<file path="config.mk">
export PLATFORM = sky130hd
export DESIGN_NAME = ryge_delay
export DESIGN_NICKNAME = d
export VERILOG_FILES = /design/src/rtl/core/ryge_delay.sv
export SDC_FILE = /design/constraint.sdc
export NUM_CORES = 1
export LEC_CHECK = 0
export BUFFER_PORTS_ARGS = -buffer_cell sky130_fd_sc_hd__buf_2
export CORE_MARGIN = 5
export CORE_UTILIZATION = 40
export CTS_CLUSTER_SIZE = 30
export DETAILED_ROUTE_END_ITERATION = 8
export PLACE_DENSITY = 0.7
export SLEW_MARGIN = 10
export SYNTH_ARGS = -nofsm -noshare
export SYNTH_HDL_FRONTEND = slang
export SYNTH_SLANG_ARGS = --single-unit
export TNS_END_PERCENT = 30
</file>
<file path="constraint.sdc">
create_clock -name clk -period 0.9 [get_ports clk]
set_clock_uncertainty 0.1 [all_clocks]
set_input_delay 0.09 -clock clk [delete_from_list [all_inputs] [get_ports clk]]
set_output_delay 0.09 -clock clk [all_outputs]
set_load 0.005 [all_outputs]
</file>
<file path="src/rtl/core/ryge_delay.sv">
// Enabled shift line that carries side data alongside a pipelined unit.
// No dependencies.
module ryge_delay #(
  parameter int W     = 8,
  parameter int DEPTH = 4
) (
  input  logic         clk,
  input  logic         adv,
  input  logic [W-1:0] d,
  output logic [W-1:0] q
);

  logic [W-1:0] pipe_r [DEPTH];

  always_ff @(posedge clk) begin
    if (adv) begin
      pipe_r[0] <= d;
      for (int i = 1; i < DEPTH; i++) begin
        pipe_r[i] <= pipe_r[i-1];
      end
    end
  end

  assign q = pipe_r[DEPTH-1];

endmodule

</file>
* Yosys cells after proc, flatten, opt, wreduce, memory -nomap -nowiden *
Memories as Yosys holds them, arrays and structs flattened.
Cells that the tools add are included.

storage, ports and cells
  memories kept = 1
  bits in latches = 0
  register bits after elaboration = 0
  ROM bits = 0
  logic and storage cells = 3
  output and inout port bits = 8
  bits of input ports = 10
  memory bits (writable) = 32

cells by class
  $mul = 0
  divide/modulo/power cells = 0
  mux-type cells = 2
  add/subtract/negate cells = 0
  shift operators = 0
  $lt $le $gt $ge = 0
  bitwise gates (word level) = 0
  reductions and logical operators = 0
  equal/unequal tests = 0

memories
  memory  words  width  read ports  clocked after memory_dff  wr ports  RTL line  RTL
  pipe_r  4      8      4           0                         4         13        logic [W-1:0] pipe_r [DEPTH];

operators by type and width
  kind              number
  1-bit 2-to-1 mux  2

* Longest topological paths before layout *
Gate-level depths: netlist of the first run.

  depth in word-level cells = 2
  gate-level depth with buffers = 0
  depth with buffers taken out = 0

* Worst setup path before layout of the first run *
Ideal clock, no wire load.

  path type = flip-flop to flip-flop
  start = memory pipe_r[0][0]
  end = memory pipe_r[1][0] (data pin)
  data arrival time = 0.323 ns
  required time = 0.534 ns
  slack = 0.211 ns
  cell stages (with the launch flop) = 1
  period minus slack after synthesis = 0.689 ns
  setup time = 0.266 ns
  buffers on the path = 0
  path through = edfxtp_1

RTL lines
  element             RTL line
  start: declaration  13

==> metrics.txt, run 1 <==
# TYPE chip_impl_metric gauge
chip_impl_info{name="run_status",value="finished with violations"} 1
chip_impl_info{name="failing_checks",value="setup timing"} 1
chip_impl_metric{name="power.static_leakage",unit="nW"} 0.4498
chip_impl_metric{name="drt_first_iter_violations",unit=""} 4
chip_impl_metric{name="drc_errors",unit=""} 0
chip_impl_metric{name="slew-limit-headroom",unit=""} 0.8938
chip_impl_info{name="regMostFlops",value="pipe_r"} 1
chip_impl_info{name="synthFlopType",value="edfxtp_1"} 1
chip_impl_metric{name="cts.sinks",unit=""} 32
chip_impl_metric{name="final.min_clock_period",unit="ps"} 1002
chip_impl_metric{name="multi_input_comb_area",unit="sq um"} 0
chip_impl_metric{name="syn_area",unit="sq um"} 960.9
chip_impl_metric{name="fill_cells",unit=""} 201
chip_impl_metric{name="clkSlewWorstSetupHoldPaths",unit="ps"} 80
chip_impl_metric{name="synth_enable_flop_cells",unit=""} 32
chip_impl_metric{name="hold_viol",unit=""} 0
chip_impl_metric{name="tightestPinTransition",unit="ps"} 159.3
chip_impl_metric{name="drv_cap",unit=""} 0
chip_impl_metric{name="final_layout_size_suffix_gt1_frac",unit=""} 0.3485
chip_impl_metric{name="yosysWarningCount",unit=""} 0
chip_impl_metric{name="synthCells",unit=""} 32
chip_impl_metric{name="drt-wirelength-per-cell",unit="microns"} 11.13
chip_impl_info{name="cts.root.buffer_cell",value="clkbuf_4"} 1
chip_impl_metric{name="cellPowerDensity",unit="nW/um^2"} 2094
chip_impl_metric{name="highest_clock_frequency_the_design_can_meet",unit="GHz"} 0.9977
chip_impl_metric{name="largest_buffer_count_on_any_clock_path",unit=""} 2
chip_impl_metric{name="timing.critical_path.buf_inv",unit=""} 1
chip_impl_metric{name="finalCritPeriodShare",unit=""} 1.114
chip_impl_metric{name="postSynthRegisterBits",unit=""} 32
chip_impl_metric{name="first_global_vias",unit=""} 393
chip_impl_metric{name="largest_register_ff_count",unit=""} 32
chip_impl_metric{name="placementRows",unit=""} 17
chip_impl_metric{name="slowest_delay",unit="ps"} 370
chip_impl_metric{name="cts-buffers-inserted",unit=""} 5
chip_impl_metric{name="critical_path_required",unit="ps"} 710
chip_impl_metric{name="grtUsageTotal",unit=""} 0.07368
chip_impl_metric{name="syn2layout_area_growth",unit="%"} 27.99
chip_impl_info{name="worst_path_dominant_cell_family",value="flip-flops"} 1
chip_impl_info{name="setup.worst_path.class",value="flop to output pin"} 1
chip_impl_metric{name="netlist.area_leader.share",unit=""} 1.000
chip_impl_info{name="cp_slowest_cell",value="edfxtp_1"} 1
chip_impl_metric{name="syn-num-nets",unit=""} 42
chip_impl_info{name="synth_common_cells",value="edfxtp_1 (32)"} 1
chip_impl_metric{name="worst_ir_drop_vdd",unit="mV"} 1.259
chip_impl_metric{name="antenna_violations_before_repair",unit=""} 0
chip_impl_metric{name="clock_latency",unit="ps"} 310
chip_impl_metric{name="ioPinCount",unit=""} 18
chip_impl_metric{name="routed_via_density",unit=""} 4.266
chip_impl_metric{name="wl",unit="microns"} 1046
chip_impl_metric{name="grt_start_max_net_pins",unit=""} 33
chip_impl_metric{name="timing.final.ws_setup",unit="ps"} -102.3
chip_impl_metric{name="ant_nets",unit=""} 0
chip_impl_metric{name="syn-mean-instance-area",unit="sq um"} 30.03
chip_impl_metric{name="finalCoreUtilization",unit=""} 0.5455
chip_impl_info{name="tritoncts",value="built"} 1
chip_impl_metric{name="max_slew_violation_count",unit=""} 0
chip_impl_metric{name="setup_viol_count_final",unit=""} 8
chip_impl_metric{name="vias",unit=""} 401
chip_impl_metric{name="grt_pass1_wl",unit="microns"} 1656
chip_impl_metric{name="gp_congestion",unit=""} 0.5834
chip_impl_metric{name="drtPass1Iterations",unit=""} 2
chip_impl_metric{name="critPathMaxFanout",unit=""} 1
chip_impl_info{name="synth.area.top_cells",value="edfxtp_1 (100%)"} 1
chip_impl_info{name="synthMostInstantiatedCell",value="edfxtp_1"} 1
chip_impl_metric{name="finalSetupTns",unit="ps"} -699.4
chip_impl_metric{name="die-width",unit="microns"} 59.02
chip_impl_metric{name="layout.comb_gates.multi_input",unit=""} 0
chip_impl_metric{name="insertedDiodeCount",unit=""} 0
chip_impl_metric{name="layout.nets",unit=""} 75
chip_impl_metric{name="synth_async_sr_flop_share",unit=""} 0
chip_impl_info{name="grt_setup_unrepaired",value="yes"} 1
chip_impl_metric{name="timing.critical_path.arrival",unit="ps"} 810
chip_impl_info{name="yosysTopAreaCell",value="edfxtp_1"} 1
chip_impl_info{name="layout_top_registers",value="pipe_r x32"} 1
chip_impl_metric{name="grt_remaining_overflow",unit=""} 0
chip_impl_metric{name="io_buffer_count",unit=""} 17
chip_impl_info{name="worst_setup_path_end_kind",value="output pin"} 1
chip_impl_info{name="hp-class",value="primary input to flop"} 1
chip_impl_metric{name="core",unit="sq um"} 2255
chip_impl_metric{name="htree_levels",unit=""} 2
chip_impl_metric{name="synth_seq_area_share",unit=""} 1.000
chip_impl_metric{name="initial_core_util",unit=""} 0.4262
chip_impl_metric{name="die_outline_area",unit="sq um"} 3483
chip_impl_metric{name="netlist-cell-type-count",unit=""} 1
chip_impl_info{name="timing.critical_path.from_type",value="flop"} 1
chip_impl_info{name="crit_chain",value="buf_2"} 1
chip_impl_metric{name="die_h",unit="microns"} 59.02
chip_impl_metric{name="power",unit="W"} 0.002576
## final timing paths
| path | endpoint | depth (start not counted) | startpoint | slack [ps] |
|---|---|---|---|---|
| setup / recovery | q[6] | 1 | pipe_r[3][6] | -100 |
| hold / removal | pipe_r[0][7] | 2 | adv | 120 |
| setup reg to reg | pipe_r[3][6] | 0 | pipe_r[2][6] | 160 |
| hold reg to reg | pipe_r[1][3] | 0 | pipe_r[0][3] | 320 |
## placed cells by master (no fill, tap or decap)
cell type	netlist	routed
clkbuf_4	0	5
buf_2	0	17
clkinv_1	0	1
edfxtp_1	32	32
clkbuf_1	0	2
buf_12	0	1
dlygate4sd3_1	0	8
## repair_timing
item	4_1_cts	5_1_grt
pin swaps	0	0
endpoints found under the hold margin	8	0
setup buffers	0	0
hold buffers	8	0
setup endpoints to repair	8	8
resized for setup	0	0
## per-layer routing
metal	vias to the layer above	wire [microns]	track usage
met4	0	0	0.03883
met3	0	138	0.06754
li1	200	-	-
met1	179	338	0.06205
met2	22	568	0.1151
met5	-	0	0
## logic make-up after synthesis
family / count (synthesis) / share of synthesized area
flops: 32 / 1.000
## layout make-up
cell class,instances,area [sq um],area share
Timing Repair Buffer,26,185.2,0.1506
Tap cell,28,35.03,0.02848
Clock buffer,7,45.04,0.03662
Sequential cell,32,960.9,0.7813
Clock inverter,1,3.754,0.003052
## through the flow
stage                     hold WS, ps  cell area [sq um]  worst slack, ps  cells
after floorplan                 88.87              960.9            211.2     32
after global placement          166.6               1101            109.5     78
after detailed placement        168.1               1101            93.05     78
after CTS                       112.8               1230           -141.3     94
after global routing            111.5               1230           -171.2     94
final                           122.1               1230           -102.3     94
## report_power, final
group          internal [W]  leakage [nW]  switching [W]
Clock              0.000300        0.0269       0.000402
Sequential          0.00175         0.313      0.0000209
Combinational     0.0000574         0.110      0.0000431
Total               0.00211         0.450       0.000466
Note: power is estimated with default switching activity, not from simulation.
==> inputs of run 2 (changes only) <==
SLEW_MARGIN = 20   (was 10)
clock period = 1.2 ns   (was 0.9 ns; I/O delays follow)
==> run 2 against run 1 <==
The flow now finishes without violations. Hold slack worse by 50 ps. First-iteration DRC count rose to 2.5 times the previous value. Critical path depth stayed put. Critical endpoint unchanged.
==> metrics.txt, run 2 (synthesized netlist as in run 1, its figures left out) <==
# TYPE chip_impl_metric gauge
chip_impl_metric{name="wl",unit="microns"} 1037
chip_impl_metric{name="grt_remaining_overflow",unit=""} 0
chip_impl_metric{name="drc_errors",unit=""} 0
chip_impl_metric{name="first_global_vias",unit=""} 390
chip_impl_metric{name="ant_nets",unit=""} 0
chip_impl_metric{name="worst_ir_drop_vdd",unit="mV"} 0.9637
chip_impl_info{name="layout_top_registers",value="pipe_r x32"} 1
chip_impl_metric{name="core",unit="sq um"} 2255
chip_impl_metric{name="cts-buffers-inserted",unit=""} 5
chip_impl_metric{name="slew-limit-headroom",unit=""} 0.8621
chip_impl_metric{name="drv_cap",unit=""} 0
chip_impl_metric{name="tightestPinTransition",unit="ps"} 206.9
chip_impl_metric{name="routed_via_density",unit=""} 4.341
chip_impl_metric{name="clkSlewWorstSetupHoldPaths",unit="ps"} 80
chip_impl_metric{name="initial_core_util",unit=""} 0.4262
chip_impl_metric{name="drtPass1Iterations",unit=""} 2
chip_impl_info{name="commonest_non_fill_non_tap_cell_in_the_layout",value="edfxtp_1"} 1
chip_impl_info{name="worst_setup_path_end_kind",value="output pin"} 1
chip_impl_metric{name="grt_start_max_net_pins",unit=""} 25
chip_impl_metric{name="die_outline_area",unit="sq um"} 3483
chip_impl_info{name="crit_chain",value="buf_2"} 1
chip_impl_metric{name="grtUsageTotal",unit=""} 0.07133
chip_impl_metric{name="grt_pass1_wl",unit="microns"} 1593
chip_impl_metric{name="placed_area",unit="sq um"} 1101
chip_impl_metric{name="highest_clock_frequency_the_design_can_meet",unit="GHz"} 0.9853
chip_impl_metric{name="finalCritPeriodShare",unit=""} 0.8458
chip_impl_metric{name="layout.comb_gates.multi_input",unit=""} 0
chip_impl_metric{name="drt_first_iter_violations",unit=""} 10
chip_impl_metric{name="placementRows",unit=""} 17
chip_impl_metric{name="timing.critical_path.buf_inv",unit=""} 1
chip_impl_info{name="cp_slowest_cell",value="edfxtp_1"} 1
chip_impl_metric{name="drt-wirelength-per-cell",unit="microns"} 11.40
chip_impl_metric{name="antenna_violations_before_repair",unit=""} 0
chip_impl_metric{name="critical_path_required",unit="ps"} 980
chip_impl_info{name="run_status",value="completed"} 1
chip_impl_metric{name="insertedDiodeCount",unit=""} 0
chip_impl_metric{name="fill_cells",unit=""} 207
chip_impl_metric{name="die-width",unit="microns"} 59.02
chip_impl_metric{name="syn2layout_area_growth",unit="%"} 26.82
chip_impl_metric{name="max_slew_violation_count",unit=""} 0
chip_impl_metric{name="slowest_delay",unit="ps"} 360
chip_impl_info{name="regMostFlops",value="pipe_r"} 1
chip_impl_metric{name="htree_levels",unit=""} 2
chip_impl_metric{name="final.min_clock_period",unit="ps"} 1015
chip_impl_metric{name="ioPinCount",unit=""} 18
chip_impl_info{name="setup.worst_path.class",value="flop to output pin"} 1
chip_impl_metric{name="holdBufCountCts",unit=""} 8
chip_impl_metric{name="timing.critical_path.arrival",unit="ps"} 790
chip_impl_metric{name="cellPowerDensity",unit="nW/um^2"} 1544
chip_impl_metric{name="post-cts-setup-buffer-count",unit=""} 0
chip_impl_metric{name="vias",unit=""} 395
chip_impl_metric{name="power.static_leakage",unit="nW"} 0.4459
chip_impl_metric{name="die_h",unit="microns"} 59.02
chip_impl_metric{name="gp_congestion",unit=""} 0.5915
chip_impl_metric{name="hold_viol",unit=""} 0
chip_impl_metric{name="timing.final.ws_setup",unit="ps"} 185.0
chip_impl_info{name="final_cell_mix",value="edfxtp_1 (32), buf_2 (17), dlygate4sd3_1 (8)"} 1
chip_impl_metric{name="multi_input_comb_area",unit="sq um"} 0
chip_impl_info{name="grt_setup_unrepaired",value="no"} 1
chip_impl_info{name="cts.root.buffer_cell",value="clkbuf_4"} 1
chip_impl_metric{name="critPathMaxFanout",unit=""} 1
chip_impl_info{name="timing.critical_path.from_type",value="flop"} 1
chip_impl_metric{name="stdcell_area",unit="sq um"} 1219
chip_impl_metric{name="clock_latency",unit="ps"} 300
chip_impl_metric{name="finalSetupTns",unit="ps"} 0
chip_impl_metric{name="dp_slack",unit="ps"} 247.8
chip_impl_metric{name="post_cts_resize_count",unit=""} 0
chip_impl_info{name="worst_path_dominant_cell_family",value="flip-flops"} 1
chip_impl_info{name="hp-class",value="primary input to flop"} 1
chip_impl_metric{name="layout.nets",unit=""} 75
chip_impl_info{name="tritoncts",value="built"} 1
chip_impl_metric{name="io_buffer_count",unit=""} 17
chip_impl_metric{name="final_layout_size_suffix_gt1_frac",unit=""} 0.3651
chip_impl_metric{name="cts.sinks",unit=""} 32
chip_impl_metric{name="largest_register_ff_count",unit=""} 32
chip_impl_metric{name="setup_viol_count_final",unit=""} 0
chip_impl_metric{name="largest_buffer_count_on_any_clock_path",unit=""} 2
## run 2: changes by cell type in the layout (fill, tap and decap cells not counted)
cell      before  now
clkinv_1       1    0
clkbuf_1       2    0
## run 2: report_power, final
part | switching (W) | internal [W] | total (W)
Combinational | 0.0000325 | 0.0000429 | 0.0000754
Clock | 0.000282 | 0.000195 | 0.000477
Sequential | 0.0000153 | 0.00131 | 0.00133
## run 2: path summary, 6_finish.rpt
kind | start | end | slack (ps) | depth (start not counted)
worst min register to register | pipe_r[0][4] | pipe_r[1][4] | 320 | 0
worst max register to register | pipe_r[1][7] | pipe_r[2][7] | 460 | 0
worst max-delay path | pipe_r[3][6] | q[6] | 190 | 1
worst min-delay path | adv | pipe_r[0][5] | 70 | 1
## run 2: metal layers
metal / wire [microns] / vias up / track usage
li1: - / 193 / -
met4: 24 / 0 / 0.04854
met5: 0 / - / 0
met1: 366 / 177 / 0.05620
met3: 121 / 4 / 0.06754
met2: 524 / 21 / 0.1088
## run 2: final cells by class
cell class            instances  area [sq um]  area share
sequential                   32         960.9      0.7885
tap                          28         35.03     0.02875
clock buffer                  5         37.54     0.03080
timing repair buffer         26         185.2      0.1520
## run 2: metrics by stage
stage	utilization	hold slack, ps	cells	power, W
2_1_floorplan	-	118.9	32	0.001355
3_3_place_gp	0.4883	196.1	78	0.001407
3_5_place_dp	0.4883	198.1	78	0.001414
4_1_cts	0.5405	64.33	91	0.001898
5_1_grt	0.5405	37.37	91	0.001973
6_report	0.5405	71.78	91	0.001882
